<file path="src/sv/lbs_pkg.sv">
// Shared constants, types and a helper function of the vertex skinning block.
package lbs_pkg;

  localparam int MAX_BONES = 64;
  localparam int FRAC_BITS = 16;
  localparam int ELEMS     = 12;
  localparam int ELEM_W    = 4;
  localparam int SLOT_W    = 6;
  localparam int ADDR_W    = (MAX_BONES > 1) ? $clog2(MAX_BONES) : 1;
  localparam int BONE_W    = 7;
  localparam int WGT_W     = 10;
  localparam int WMAX      = 255;
  localparam int PROD_W    = 64;
  localparam int SUM_W     = 66;
  localparam int T_W       = SUM_W - FRAC_BITS;
  localparam int WP_W      = T_W + WGT_W;
  localparam int ACC_W     = WP_W + 2;
  localparam int R_W       = 12;
  localparam int QDEPTH    = 4;
  localparam int QPTR_W    = 2;
  localparam int IN_DATA_W = 200;
  localparam int OUT_DATA_W = 96;

  localparam logic CMD_LOAD = 1'b0;
  localparam logic CMD_SKIN = 1'b1;
  localparam logic CFG_BPV  = 1'b0;
  localparam logic CFG_BCNT = 1'b1;

  typedef struct packed {
    logic                    skin;
    logic [SLOT_W-1:0]       slot;
    logic [ELEM_W-1:0]       elem;
    logic [31:0]             value;
    logic [2:0][31:0]        pos;
    logic [3:0][BONE_W-1:0]  bone;
    logic [3:0][WGT_W-1:0]   wgt;
    logic [1:0]              last_k;
    logic                    bad;
  } item_t;

  // Stored bone bytes hold three times the bone number; 171/512 divides by three
  // exactly for every byte value.
  function automatic logic [BONE_W-1:0] div3(input logic [7:0] b);
    logic [15:0] p;
    p = 16'(b) * 16'd171;
    return p[15:9];
  endfunction

endpackage

</file>
<file path="src/sv/lbs_front.sv">
// Front part: takes input beats and configuration, decodes bones, weights and the bad flag.
module lbs_front (
  input  logic                              clk,
  input  logic                              rst,
  input  logic                              s_axis_tvalid,
  output logic                              s_axis_tready,
  input  logic [lbs_pkg::IN_DATA_W-1:0]     s_axis_tdata,
  input  logic                              s_axis_tuser,
  input  logic                              cfg_valid,
  output logic                              cfg_ready,
  input  logic                              cfg_index,
  input  logic [6:0]                        cfg_data,
  output logic                              push,
  output lbs_pkg::item_t                    push_item,
  input  logic                              q_full
);
  import lbs_pkg::*;

  logic [2:0]             bones_per_vertex;
  logic [6:0]             bone_count;
  logic [2:0]             n;
  logic [2:0][7:0]        wb;
  logic [3:0][BONE_W-1:0] bone;
  logic [3:0][WGT_W-1:0]  w;
  logic                   bad;

  assign cfg_ready     = 1'b1;
  assign s_axis_tready = !q_full;
  assign push          = s_axis_tvalid && !q_full;

  always_ff @(posedge clk) begin
    if (rst) begin
      bones_per_vertex <= 3'd4;
      bone_count       <= 7'd64;
    end else if (cfg_valid) begin
      case (cfg_index)
        CFG_BPV:  bones_per_vertex <= cfg_data[2:0];
        CFG_BCNT: bone_count       <= cfg_data;
        default:  ;
      endcase
    end
  end

  always_comb begin
    if (bones_per_vertex == 3'd0) n = 3'd1;
    else if (bones_per_vertex > 3'd4) n = 3'd4;
    else n = bones_per_vertex;

    for (int k = 0; k < 3; k++)
      wb[k] = s_axis_tdata[170 + 8*k +: 8];
    for (int k = 0; k < 4; k++)
      bone[k] = div3(s_axis_tdata[138 + 8*k +: 8]);

    w = '0;
    case (n)
      3'd1: w[0] = WGT_W'(WMAX);
      3'd2: begin
        w[0] = WGT_W'(WMAX) - WGT_W'(wb[0]);
        w[1] = WGT_W'(wb[0]);
      end
      3'd3: begin
        w[0] = WGT_W'(wb[0]);
        w[1] = WGT_W'(wb[1]);
        w[2] = WGT_W'(WMAX) - WGT_W'(wb[0]) - WGT_W'(wb[1]);
      end
      default: begin
        w[0] = WGT_W'(wb[0]);
        w[1] = WGT_W'(wb[1]);
        w[2] = WGT_W'(wb[2]);
        w[3] = WGT_W'(WMAX) - WGT_W'(wb[0]) - WGT_W'(wb[1]) - WGT_W'(wb[2]);
      end
    endcase

    bad = 1'b0;
    for (int k = 0; k < 4; k++) begin
      if (3'(k) < n && (bone[k] >= bone_count || bone[k] >= BONE_W'(MAX_BONES)))
        bad = 1'b1;
    end

    push_item.skin   = (s_axis_tuser == CMD_SKIN);
    push_item.slot   = s_axis_tdata[5:0];
    push_item.elem   = s_axis_tdata[9:6];
    push_item.value  = s_axis_tdata[41:10];
    push_item.pos[0] = s_axis_tdata[73:42];
    push_item.pos[1] = s_axis_tdata[105:74];
    push_item.pos[2] = s_axis_tdata[137:106];
    push_item.bone   = bone;
    push_item.wgt    = w;
    push_item.last_k = 2'(n - 3'd1);
    push_item.bad    = bad;
  end

endmodule

</file>
<file path="config.mk">
export PLATFORM = sky130hd
export DESIGN_NAME = lbs_front
export DESIGN_NICKNAME = d
export VERILOG_FILES = /design/src/sv/lbs_pkg.sv /design/src/sv/lbs_front.sv
export SDC_FILE = /design/constraint.sdc
export NUM_CORES = 1
export LEC_CHECK = 0
export BUFFER_PORTS_ARGS = -buffer_cell sky130_fd_sc_hd__buf_2
export CORE_AREA = 10 10 156 158
export CTS_BUF_LIST = sky130_fd_sc_hd__clkbuf_2
export CTS_CLUSTER_DIAMETER = 200
export CTS_CLUSTER_SIZE = 40
export DETAILED_ROUTE_END_ITERATION = 6
export DIE_AREA = 0 0 166 168
export PLACE_DENSITY = 0.66
export SLEW_MARGIN = 10
export SYNTH_ARGS = -nofsm -noshare
export SYNTH_HDL_FRONTEND = slang
export SYNTH_SLANG_ARGS = --single-unit
</file>
<file path="constraint.sdc">
create_clock -name clk -period 7.36 [get_ports clk]
set_input_delay 0.736 -clock clk [delete_from_list [all_inputs] [get_ports clk]]
set_output_delay 0.736 -clock clk [all_outputs]
set_load 0.005 [all_outputs]
</file>
## Yosys cells after proc, flatten, opt, wreduce, memory -nomap -nowiden

Cells that the tools add are included.

- Memories: 0
- Memory bits (read-only): 0
- RAM bits: 0
- Output and inout bits: 213
- Flip-flop bits (word level): 10
- Input bits: 214
- Latch bits: 0

- Reduce and logical (&&, ||, !) cells: 15
- Bitwise logic cells: 1
- Div/mod/pow operators: 0
- Multipliers: 4
- Add/subtract/negate cells: 4
- Shifts and indexed selects: 0
- Equality and inequality tests: 3
- Multiplexer cells: 10
- Order comparisons: 13

Operators by type and width:

| cell | number |
|---|---|
| multiplier 8 x 8 -> 16 bit, second input constant | 4 |
| one-hot mux 10 bit (2 select lines) | 2 |
| greater-or-equal comparator 7 bit | 4 |
| greater-or-equal comparator 7 bit, second input constant | 4 |
| one-hot mux 8 bit (2 select lines) | 1 |
| 2-to-1 mux 10 bit | 1 |
| subtractor 10 x 8 -> 10 bit | 1 |
| subtractor 9 x 9 -> 10 bit | 1 |
| subtractor 8 x 8 -> 9 bit, first input constant | 1 |
| == test 3 x 2 -> 1 bit, second input constant | 2 |
| < comparator 1 x 3 -> 1 bit, first input constant | 2 |
| < comparator 2 x 3 -> 1 bit, first input constant | 2 |
| 2-to-1 mux 3 bit | 2 |
| logical AND 1 bit | 5 |
| logical OR 1 bit | 4 |
| 2-to-1 mux 1 bit | 4 |
| AND reduction 2 bit | 2 |
| == test 3 x 1 -> 1 bit, second input constant | 1 |
| greater-than comparator 3 bit, second input constant | 1 |
| logical NOT 3 bit | 1 |
| OR reduction 3 bit | 1 |
| OR reduction 2 bit | 1 |
| subtractor 2 x 1 -> 2 bit, second input constant | 1 |
| logical NOT 1 bit | 1 |
| inverter 1 bit | 1 |

## Logic depth before layout (Yosys ltp)

- Depth in word-level cells: 9
- Depth in mapped cells: 22
- Depth with buffers taken out: 21

## Worst setup path before layout

Ideal clock, no wire load.

- Kind: input to output
- Start point: in s_axis_tdata[147] (netlist name)
- End point: out push_item[0] (netlist name)
- Cell stages on the path: 19
- Buffers on the path: 1
- Path slack: 1.281 ns
- Arrival: 5.343 ns
- Required time: 6.624 ns
- Cell sequence: ha_1 > fa_1 > fa_1 > fa_1 > ha_1 > a2111o_1 > o311a_4 > o21a_1 > o21a_1 > nor2_1 > xnor2_1 > ha_1 > a21oi_1 > o21ai_0 > a31oi_1 > a31oi_1 > a2111oi_2 > nand4b_1 > buf_4

RTL lines:

| item | line | RTL |
|---|---|---|
| start, declared | lbs_front.sv:7 | `input logic [lbs_pkg::IN_DATA_W-1:0] s_axis_tdata,` |
| end, declared | lbs_front.sv:14 | `output lbs_pkg::item_t push_item,` |

==> run_results.csv <==
group,metric,value,unit
run_status,status,"finished, final reports clean",
grt,antenna_found_initial,0,
pwr,ir_drop,0.139,mV
hold_path,min_from,"bone_count[3]",
route,drc,0,
cts,ctsResizeCount,0,
setup_path,crit_path_end_kind,"output port",
layout,final_nets,1364,
sta,slew_headroom,54.1,%
grt,overflow,0,
setup_path,path_class,"in2out",
cts,cts-root-buf,"clkbuf_2",
sta,setup_violations,0,
floorplanning,initial_core_util,34.5,%
floorplanning,io_pins,427,
cts,cts.sinks,10,
route,ant_nets,0,
setup_path,r2r_slack,5780,ps
pwr,p_total,1.39,mW
cts,path_clk_slew,90,ps
sta,tns,0,ps
sta,timing.final.crit_share,89.2,%
flow_run,max-cap-violations,0,
grt,busiest_layer,"met2",
setup_path,rr_endpoint,"bones_per_vertex[2]",
sta,min_period,6570,ps
sta,hold_viol,0,
route,vias_per_cell,4.88,
grt,grt_pass1_vias,5977,
grt,met2_usage,22.3,%
hold_path,hp-class,"reg2reg",
yosys,synth_edf_count,0,
cts,worstSkewPairLatency,240,ps
route,dr.pass1.iters,5,
cts,htree_levels,1,
setup_path,cp_max_fo,4,
setup_path,worstSetupStartpointType,"primary input",
place,portBuffers,137,
sta,tightest_slew,687,ps
setup_path,rr_startpoint,"bones_per_vertex[2]",
layout,drive_above_1_share,16.5,%
grt,grt_use_total,12.8,%
yosys,synth.cell_area,0.00740,mm²
yosys,syn_area_per_cell,8.23,µm²
route,wl_per_cell,15.9,µm
route,routed_wirelength,18.6,mm
hold_path,whs_endpoint,"bone_count[3]",
floorplanning,core_area,0.0214,mm²
grt,grt_pass1_wl,30.1,mm
pwr,power_leakage,4.19,nW
yosys,yosysSeqAreaShare,2.71,%
layout,num_antenna_cells,0,
place,place_hpwl,17.0,mm
sta,fmax,152,MHz
floorplanning,die_w,166,µm
cts,numCtsBuffers,3,
yosys,ys.flop_type,"dfxtp_1",
cts,postCtsSetupRepairBufs,0,
sta,rsz0062_at_grt,"false",
place,gp_congestion,0.884,
yosys,synthArstFlopShare,0,%
setup_path,reg2regPathDepth,3,
setup_path,worstPathRequired,6620,ps
cts,cts_hold_buf,0,
yosys,ys_types,55,
yosys,synth_warnings,0,
grt,met3_usage,4.75,%
cts,clock_path_buffers,2,
grt,grt_max_degree,16,
layout,area_growth,-0.761,%
floorplanning,num_rows,54,
floorplanning,dieArea,0.0279,mm²
cts,cts_tree,"built",
route,vias,5707,
setup_path,cp.arrival,5830,ps
sta,skew,0,ps
pwr,powerDensity,190,mW/mm²
yosys,synth_cells,899,
grt,globalRouteMet1Util,14.4,%
yosys,ys_ff_latch,10,
route,first_iter_violations,227,
sta,slew_viol_final,0,
floorplanning,fp.dieH,168,µm
hold_path,whs_path_depth,2,
[cells in the final DEF, fill, tap and decap left out, drive strengths merged, types with 4 or more instances in the layout]
master / synthesis / layout
a211o: 4 / 4
a21boi: 9 / 9
a21o: 9 / 9
a21oi: 34 / 34
a22o: 5 / 5
a22oi: 7 / 7
a31oi: 5 / 5
and2: 4 / 4
and3: 4 / 4
buf: 147 / 137
conb: 2 / 5
dfxtp: 10 / 10
fa: 50 / 50
ha: 209 / 209
inv: 148 / 148
nand2: 53 / 53
nand2b: 10 / 10
nand3: 18 / 18
nor2: 37 / 37
nor2b: 13 / 13
nor3: 10 / 10
o21a: 7 / 7
o21ai: 38 / 38
or3: 8 / 8
xnor2: 14 / 14
xor2: 9 / 9
[final cells by class]
type	instances	area [µm²]
fill	2250	14100
clock buffer	3	15.0
inverter	148	556
tap	280	350
sequential	10	200
multi-input combinational	591	5530
timing repair buffer	137	686
[worst max path at each step]
| stage | startpoint | end | slack (ps) |
|---|---|---|---|
| 3_5_place_dp | s_axis_tdata[147] | push_item[0] | 750 |
| 3_3_place_gp | s_axis_tdata[147] | push_item[0] | 820 |
| 2_1_floorplan | s_axis_tdata[147] | push_item[0] | 1280 |
| 5_1_grt | s_axis_tdata[147] | push_item[0] | 410 |
| 6_report | s_axis_tdata[147] | push_item[0] | 790 |
| 4_1_cts | s_axis_tdata[147] | push_item[0] | 730 |
[stage by stage]
stage / utilization (%) / hold slack, ps / setup slack, ps / area [µm²] / cells
6_report: 34.3 / 460 / 794 / 7340 / 1169
5_1_grt: 34.3 / 487 / 405 / 7340 / 1169
4_1_cts: 34.3 / 461 / 730 / 7340 / 1169
3_5_place_dp: 34.2 / 448 / 755 / 7330 / 1166
3_3_place_gp: 34.2 / 447 / 819 / 7330 / 1166
2_1_floorplan: - / 435 / 1280 / 7410 / 902
[state kept, by name (all words and copies together) (netlist names)]
register	flops
bones_per_vertex	3
bone_count	7
[worst max-delay path: stages]
cell       delay, ps
buf_2            130
ha_1             330
fa_1             500
fa_1             520
fa_1             500
ha_1             240
a2111o_1         390
o311a_4          340
o21a_1           200
o21a_1           190
nor2_1           110
xnor2_1          170
ha_1             290
a21oi_1          130
o21ai_0          100
a31oi_1          170
a31oi_1          160
a2111oi_2        320
nand4b_1         130
buf_2            170
[synth_stat cells, types with 13 or more instances]
cell type	n	area share (%)
nor2_1	37	1.9
o21ai_0	36	2.4
ha_1	209	35
fa_1	50	14
nor2b_1	13	1.1
nand3_1	18	1.2
nand2_1	53	2.7
buf_4	145	15
a21oi_1	34	2.3
inv_1	148	7.5
xnor2_1	14	1.7
[per-layer routing]
metal  part of all wire (%)  vias to the layer above
met1                     41                     2597
met5                      0                        -
li1                       -                     2838
met2                     47                      228
met3                    9.1                       44
met4                    2.4                        0
[power by group]
part	internal [mW]	total [mW]	switching, mW
Clock	0.0111	0.0279	0.0168
Sequential	0.0568	0.0622	0.00535
Combinational	0.591	1.30	0.711
Total	0.658	1.39	0.733
[kinds of logic after synthesis]
logic type	count (synthesis)	synth area share, %
AND/OR/NAND/NOR	165	10.5
other	2	0.102
adder cells (fa/ha/maj)	259	48.9
AO/OA/AOI/OAI	138	12.3
multiplexers	1	0.135
XOR/XNOR	23	2.72
buffers and inverters	301	22.6
flip-flops	10	2.71
Power figures use the tool's default switching activity.
