--- src/sv/lbs_pkg.sv ---
// Shared constants, types and a helper function of the vertex skinning block.
package lbs_pkg;

  localparam int MAX_BONES = 64;
  localparam int FRAC_BITS = 16;
  localparam int ELEMS     = 12;
  localparam int ELEM_W    = 4;
  localparam int SLOT_W    = 6;
  localparam int ADDR_W    = (MAX_BONES > 1) ? $clog2(MAX_BONES) : 1;
  localparam int BONE_W    = 7;
  localparam int WGT_W     = 10;
  localparam int WMAX      = 255;
  localparam int PROD_W    = 64;
  localparam int SUM_W     = 66;
  localparam int T_W       = SUM_W - FRAC_BITS;
  localparam int WP_W      = T_W + WGT_W;
  localparam int ACC_W     = WP_W + 2;
  localparam int R_W       = 12;
  localparam int QDEPTH    = 4;
  localparam int QPTR_W    = 2;
  localparam int IN_DATA_W = 200;
  localparam int OUT_DATA_W = 96;

  localparam logic CMD_LOAD = 1'b0;
  localparam logic CMD_SKIN = 1'b1;
  localparam logic CFG_BPV  = 1'b0;
  localparam logic CFG_BCNT = 1'b1;

  typedef struct packed {
    logic                    skin;
    logic [SLOT_W-1:0]       slot;
    logic [ELEM_W-1:0]       elem;
    logic [31:0]             value;
    logic [2:0][31:0]        pos;
    logic [3:0][BONE_W-1:0]  bone;
    logic [3:0][WGT_W-1:0]   wgt;
    logic [1:0]              last_k;
    logic                    bad;
  } item_t;

  // Stored bone bytes hold three times the bone number; 171/512 divides by three
  // exactly for every byte value.
  function automatic logic [BONE_W-1:0] div3(input logic [7:0] b);
    logic [15:0] p;
    p = 16'(b) * 16'd171;
    return p[15:9];
  endfunction

endpackage

--- src/sv/lbs_fifo.sv ---
// Short item queue between the front and back parts.
module lbs_fifo (
  input  logic          clk,
  input  logic          rst,
  input  logic          push,
  input  lbs_pkg::item_t push_item,
  output logic          full,
  input  logic          pop,
  output lbs_pkg::item_t head,
  output logic          empty
);
  import lbs_pkg::*;

  item_t                 q [QDEPTH];
  logic [QPTR_W-1:0]     wptr;
  logic [QPTR_W-1:0]     rptr;
  logic [QPTR_W:0]       count;

  assign full  = (count == (QPTR_W+1)'(QDEPTH));
  assign empty = (count == '0);
  assign head  = q[rptr];

  always_ff @(posedge clk) begin
    if (push) q[wptr] <= push_item;
  end

  always_ff @(posedge clk) begin
    if (rst) begin
      wptr  <= '0;
      rptr  <= '0;
      count <= '0;
    end else begin
      if (push) wptr <= wptr + 1'b1;
      if (pop) rptr <= rptr + 1'b1;
      if (push && !pop) count <= count + 1'b1;
      else if (pop && !push) count <= count - 1'b1;
    end
  end

endmodule

--- config.mk ---
export PLATFORM = sky130hd
export DESIGN_NAME = lbs_fifo
export DESIGN_NICKNAME = d
export VERILOG_FILES = /design/src/sv/lbs_pkg.sv /design/src/sv/lbs_fifo.sv
export SDC_FILE = /design/constraint.sdc
export NUM_CORES = 1
export LEC_CHECK = 0
export BUFFER_PORTS_ARGS = -buffer_cell sky130_fd_sc_hd__buf_4
export CELL_PAD_IN_SITES_DETAIL_PLACEMENT = 2
export CELL_PAD_IN_SITES_GLOBAL_PLACEMENT = 2
export CORE_MARGIN = 2
export CORE_UTILIZATION = 40
export CTS_BUF_LIST = sky130_fd_sc_hd__clkbuf_8
export CTS_CLUSTER_DIAMETER = 100
export DETAILED_ROUTE_END_ITERATION = 8
export GPL_ROUTABILITY_DRIVEN = 0
export PLACE_DENSITY = 0.8
export SETUP_SLACK_MARGIN = 0.05
export SLEW_MARGIN = 20
export SYNTH_ARGS = -nofsm -noshare
export SYNTH_HDL_FRONTEND = slang
export SYNTH_SLANG_ARGS = --single-unit
--- constraint.sdc ---
create_clock -name clk -period 5.4 [get_ports clk]
set_input_delay 0.54 -clock clk [delete_from_list [all_inputs] [get_ports clk]]
set_output_delay 0.54 -clock clk [all_outputs]
set_load 0.1 [all_outputs]
Word-level counts from Yosys, hierarchy flattened --
Memories as Yosys holds them, arrays and structs flattened. A register that Yosys moved wholly into a read port is not among the register bits. Cells that the tools add are included.
Word-level totals: RAM bits 840, memories 1, logic and storage cells 21, latch bits 0, memory bits (read-only) 0, output and inout port bits 212, register bits 7, input bits 214
Memories:
- q | depth 4, bits a word 210, read ports 1, clocked after memory_dff 1, wr ports 1, line lbs_fifo.sv:14 | item_t q [QDEPTH];
Operators by class: add/subtract/negate cells 4, order comparisons 0, shift-type cells 0, equal/unequal tests 1, reduce and logical (&&, ||, !) cells 6, multiplexer cells 6, multipliers 0, divide/modulo/power cells 0, bitwise logic cells 0
Operator list (count):
- $mux W3 | 2
- $add A2 B1 Y2 const B | 2
- $mux W2 | 2
- $add A3 B1 Y3 const B | 1
- $eq A3 B3 Y1 const B | 1
- $logic_not A3 Y1 | 1
- $sub A3 B1 Y3 const B | 1
- $logic_and A1 B1 Y1 | 2
- $logic_not A1 Y1 | 2
- $mux W1 | 2
- $reduce_bool A2 Y1 | 1

Logic depth before layout (Yosys ltp) --
Gate-level depths: netlist of the first run.
depth after elaboration 4, gate-level depth with buffers 7, gate-level depth less buffers 7

Worst setup path after synthesis of the first run --
OpenSTA, ideal clock, no wires.
kind register to register, from register wptr[0], to memory q[0][0] in the netlist's numbering (enable), data required time 4.804 ns, clock period less this slack 5.911 ns, arrival time 5.315 ns, path slack -0.511 ns, stages on the path, launching flop included 4, buffers on the path 0, cell sequence dfxtp_1 > inv_1 > ha_1 > and2_1
RTL lines:
- start, declared | line lbs_fifo.sv:15 | logic [QPTR_W-1:0] wptr;
- start signal, assigned | line lbs_fifo.sv:33 | if (push) wptr <= wptr + 1'b1;
- end, declared | line lbs_fifo.sv:14
No word-level cell before the write port.

==> metrics, run 1 <==
initial antenna violation count 10; Sw Share 32.8%; Crit path largest cell delay 860 ps; post_cts resized 0; R2R Path End q[0][10]; pins over their slew limit 0; DR iter-0 viols 978; number of placed I/O pins 426; Hold Path Class input port to flip-flop; Hold Path Stages 3; number of cells on the worst reg-to-reg path 4; RSZ-0062 raised after global routing false; area grow syn2layout 28.8%; status finished, final reports clean; Detail Route Antenna Nets 0; Synth Area per Inst 27.1 um2; first-pass GRT wire length 126 mm; Hold Crit Start pop; final hold violation count 0; die area 79,600 um2; Post-Syn Area 31,000 um2; CP Capture Type output port; most used cell along the critical path buf_4; Longest Clk Path Bufs 3; row count 102; total global routing overflow 0; hold-fix buffers at CTS 211; Final Skew 23.9 ps; die width 282 um; nets@finish 2,113; pre-CTS setup slack 2450 ps; filler cell count 6,633; most frequent cells in the layout edfxtp_1, buf_4, dlygate4sd3_1; clock slew at reported path FFs 70 ps; reg-to-reg startpoint wptr[0]; worst slew pin tran 845 ps; detailed-route vias per instance 5.04; Ys Warns 0; Hold Path Sink rptr[0]; DP Wirelength 49.7 mm; Wirelength per Cell 28.8 um; drt drc 0; Cells after Synth 1,141; pwr dens 415 nW/um2; Reg power frac 46.7%; CTS H-tree lvls 4; root buf cell clkbuf_8; Syn Nets 1,361; GRT Overall Usage 22.2%; slew margin rel. 43.7%; Worst Path Arrival 3100 ps; CTS sink count 849; internal power 0.0111 W; Routed WL 87.8 mm; post-synthesis sequential area ratio 82.1%; ratio of cells with drive above 1 in the final layout 41.9%; Initial Utilization 40.2%; fin crit share 67.5%; largest net degree at the start of global routing 111; crit start category flip-flop; commonest non-fill, non-tap cell in the layout edfxtp_1; power share of the clock group 32.4%; PnR worst setup slack 1760 ps; Placed Area 35,200 um2; Yosys reg bits 849; f_max 0.275 GHz; vias in the first global route 17.8k; max_cap viols 0; switching pwr 0.00542 W; Final setup viols 0; cells along the critical path buf_4 -> mux4_2 -> buf_4; crit path time final 3640 ps; crit path kind flip-flop to output port; PortBufs 425; CTS tree done; Worst Path Required 4860 ps; core footprint 77,100 um2; # Post-CTS Setup Buffers 0; total number of vias 15.4k; clock insertion delay at the later pin of the skew report 760 ps; P_leak 13.6 nW; R2R Setup Slk 3420 ps; Gate power share 21.0%; post-route design area 39,900 um2; die height 282 um; Max VDD drop 233 uV; CP Max Fanout 35; number of buffers created by CTS 145; critical path's slowest cell dfxtp_4; total negative slack 0 ps; drt pass-1 iters 5; Distinct cells, synth 22
## worst max-delay path by stage
| stage | endpoint | depth (start not counted) |
|---|---|---|
| final | head[111] | 3 |
| after global placement | head[195] | 3 |
| after floorplan | q[2][0] | 3 |
| after global routing | head[111] | 3 |
| after CTS | head[107] | 3 |
| after detailed placement | head[186] | 3 |
## per-stage QoR
step	total power (W)	utilization, %	std cells	hold slack [ps]
floorplan	0.0104	-	1141	466
global placement	0.0111	45.6	2574	480
detailed placement	0.0112	45.6	2574	510
CTS	0.0166	51.7	3039	21.4
global route	0.0171	51.7	3044	64.8
finish	0.0165	51.7	3044	107
## logic make-up (layout without fill, tap and decap cells)
family          count (synthesis)  after routing  share of synthesized area, %
compound gates                  2              2                        0.0323
xor+xnor                        5              5                         0.142
fa+ha+maj                       6              6                         0.267
buf+inv                        52            911                          1.90
flops                         849            849                          82.1
mux                           212            212                          15.3
other cells                     0              4                             0
simple gates                   15             15                         0.238
## state kept, by name, summed over array words and instances (netlist names), named ones only
name / cells
count: 3
rptr: 2
wptr: 2
q: 840
## Yosys cell counts, drive strengths merged
cell    instances  share of area [%]
a21oi           1              0.016
and2            4              0.081
buf            44                1.8
clkbuf          4              0.048
dfxtp           9               0.58
edfxtp        840                 81
fa              1              0.065
ha              5               0.20
inv             4              0.048
mux2i           2              0.065
mux4          210                 15
nand2           1              0.012
nor2            7              0.085
nor3            1              0.016
nor3b           1              0.024
o21ai           1              0.016
or3             1              0.020
xnor2           2              0.057
xor2            3              0.085
## power groups by stage
stage          registers [W]  clock network [W]  logic (W)
6_report             0.00772            0.00535    0.00347
5_1_grt              0.00773            0.00577    0.00358
4_1_cts              0.00771            0.00540    0.00349
3_5_place_dp         0.00784                  0    0.00334
3_3_place_gp         0.00779                  0    0.00327
2_1_floorplan        0.00779                  0    0.00258
## cell type report
| cell class | instances | area, um2 | share of cell area (%) |
|---|---|---|---|
| antenna | 4 | 10.0 | 0.0251 |
| clock buffer | 150 | 2060 | 5.18 |
| clock inverter | 104 | 493 | 1.24 |
| inverter | 4 | 15.0 | 0.0377 |
| multi-input combinational | 240 | 4970 | 12.5 |
| sequential | 849 | 25400 | 63.7 |
| tap | 1040 | 1300 | 3.26 |
| timing repair buffer | 653 | 5600 | 14.0 |
## critical path, delay by kind of cell, from the launching register on
kind / cells / cell delay [ps]
buf+inv: 2 / 840
flops: 1 / 860
mux: 1 / 600
## per-layer routing
metal / GRT usage (%) / wire length [um] / up-vias
met3: 5.41 / 4680 / 142
li1: - / - / 6485
met1: 24.8 / 31700 / 8232
met2: 41.0 / 49000 / 487
met5: 0 / 60 / -
met4: 7.90 / 2300 / 10
Power figures use the tool's default switching activity.
==> run 2: changes to the inputs <==
- PLACE_DENSITY: 0.8 -> 0.77
- clock period: 5.4 -> 3.55 ns (I/O delays scaled with it)
==> metrics, run 2 (same netlist as run 1, synthesis figures left out) <==
DP Wirelength 53.9 mm (+8.3%); number of buffers created by CTS 144 (-0.69%); CTS tree done; RSZ-0062 raised after global routing false; CP Max Fanout 42 (+20%); crit path time final 3170 ps; ratio of cells with drive above 1 in the final layout 42.7% (+0.82 points); filler cell count 6,572 (-0.92%); most frequent cells in the layout edfxtp_1, buf_4, dlygate4sd3_1; crit path kind flip-flop to output port; GRT Overall Usage 23.1% (+0.89 points); post-route design area 40,300 um2 (+1.1%); area grow syn2layout 30.2%; FF/Latch Area 25,400 um2 (unchanged); largest net degree at the start of global routing 71 (-36%); Hold Path Stages 2 (-1); CP Capture Type output port; crit start category flip-flop; Longest Clk Path Bufs 3 (unchanged); slew margin rel. 40.5% (-3.2 points); P_leak 13.8 nW (+1.9%); worst slew pin tran 893 ps (+47.8 ps); Hold Path Class input port to flip-flop; commonest non-fill, non-tap cell in the layout edfxtp_1; multi-input logic area 4970 um2 (unchanged); drt pass-1 iters 4 (-1); post_cts resized 0 (unchanged); Largest register FFs 840 (unchanged); Wirelength per Cell 29.5 um (+2.4%); Worst Path Required 3190 ps (-1670 ps); pwr dens 627 nW/um2 (+51%); biggest regs q: 840 flops, count: 3 flops; CTS H-tree lvls 4 (unchanged); total number of vias 15.7k (+2.3%); Most flops, register q; total negative slack 0 ps (unchanged); Max VDD drop 357 uV (+53%); die width 282 um (unchanged); clock slew at reported path FFs 60 ps (about the same); die height 282 um (unchanged); die area 79,600 um2 (unchanged); number of placed I/O pins 426 (unchanged); initial antenna violation count 2 (-8); Initial Utilization 40.2% (unchanged); Final setup viols 0 (unchanged); Routed WL 90.7 mm (+3.4%); number of cells on the worst reg-to-reg path 3 (-1); PortBufs 425 (unchanged); Detail Route Antenna Nets 0 (unchanged); clock insertion delay at the later pin of the skew report 780 ps (+20 ps); root buf cell clkbuf_8; detailed-route vias per instance 5.11 (+1.3%); fin crit share 89.4%; Worst Path Arrival 2820 ps (-280 ps); pins over their slew limit 0 (unchanged); Placed Area 35,600 um2 (+1.3%); vias in the first global route 18.4k (+3.6%); core footprint 77,100 um2 (unchanged); first-pass GRT wire length 131 mm (+4.2%); max_cap viols 0 (unchanged); f_max 0.315 GHz; nets@finish 2,152 (+1.8%); Final Skew 43.6 ps (+19.6 ps); final hold violation count 0 (unchanged); status finished, final reports clean; row count 102 (unchanged); total global routing overflow 0 (unchanged); drt drc 0 (unchanged); CTS sink count 849 (unchanged); DR iter-0 viols 1,054 (+7.8%)
run 2: path summary, 6_finish.rpt:
path / start / end / slack, ps
worst max-delay path: flip-flop / head[91] / 380
worst min-delay path: push_item[12] / q[0][12] / 320
worst max register to register: wptr[0] / q[3][19] / 1380
worst min register to register: count[2] / count[2] / 570
run 2: area by class of cell:
class | count | share of cell area [%]
Sequential cell | 849 | 63.1
Timing Repair Buffer | 693 | 15.0
Multi-Input combinational cell | 240 | 12.3
Clock buffer | 146 | 4.99
Tap cell | 1040 | 3.23
Clock inverter | 100 | 1.33
Inverter | 4 | 0.0373
Antenna cell | 3 | 0.0186
run 2: what timing repair did:
action,CTS,global route
endpoints found under the hold margin,849,0
hold buffers,214,0
setup buffers,0,0
run 2: per-stage QoR:
| step | hold slack (ps) | util [%] | setup WS, ps | cells | power, W |
|---|---|---|---|---|---|
| 2_1_floorplan | 454 | - | 643 | 1141 | 0.0158 |
| 3_3_place_gp | 483 | 46.2 | 1190 | 2612 | 0.0169 |
| 3_5_place_dp | 543 | 46.2 | 1120 | 2612 | 0.0171 |
| 4_1_cts | 237 | 52.3 | 249 | 3072 | 0.0253 |
| 5_1_grt | 271 | 52.3 | 201 | 3075 | 0.0261 |
| 6_report | 321 | 52.3 | 378 | 3075 | 0.0253 |
run 2: routing by layer:
layer  GRT usage [%]  up-vias  wire length [um]  share of wire, %
met3            5.16      133              4410               4.9
met5               0        -                 0                 0
met2            43.5      487             51200                56
li1                -     6564                 -                 -
met1            25.8     8524             33100                36
met4            6.99        0              2000               2.2
run 2: critical path, stage by stage, from the launching register on:
cell     delay, ps
dfxtp_4        510
buf_12         250
buf_12         330
mux4_2         600
buf_4          260
run 2: where the power goes:
group          switching, W  total [W]  internal [W]  leakage (nW)
clock network       0.00418    0.00818       0.00400          1.47
logic               0.00397    0.00540       0.00142          4.58
registers          0.000187     0.0117        0.0115          7.79
total               0.00834     0.0253        0.0170          13.8
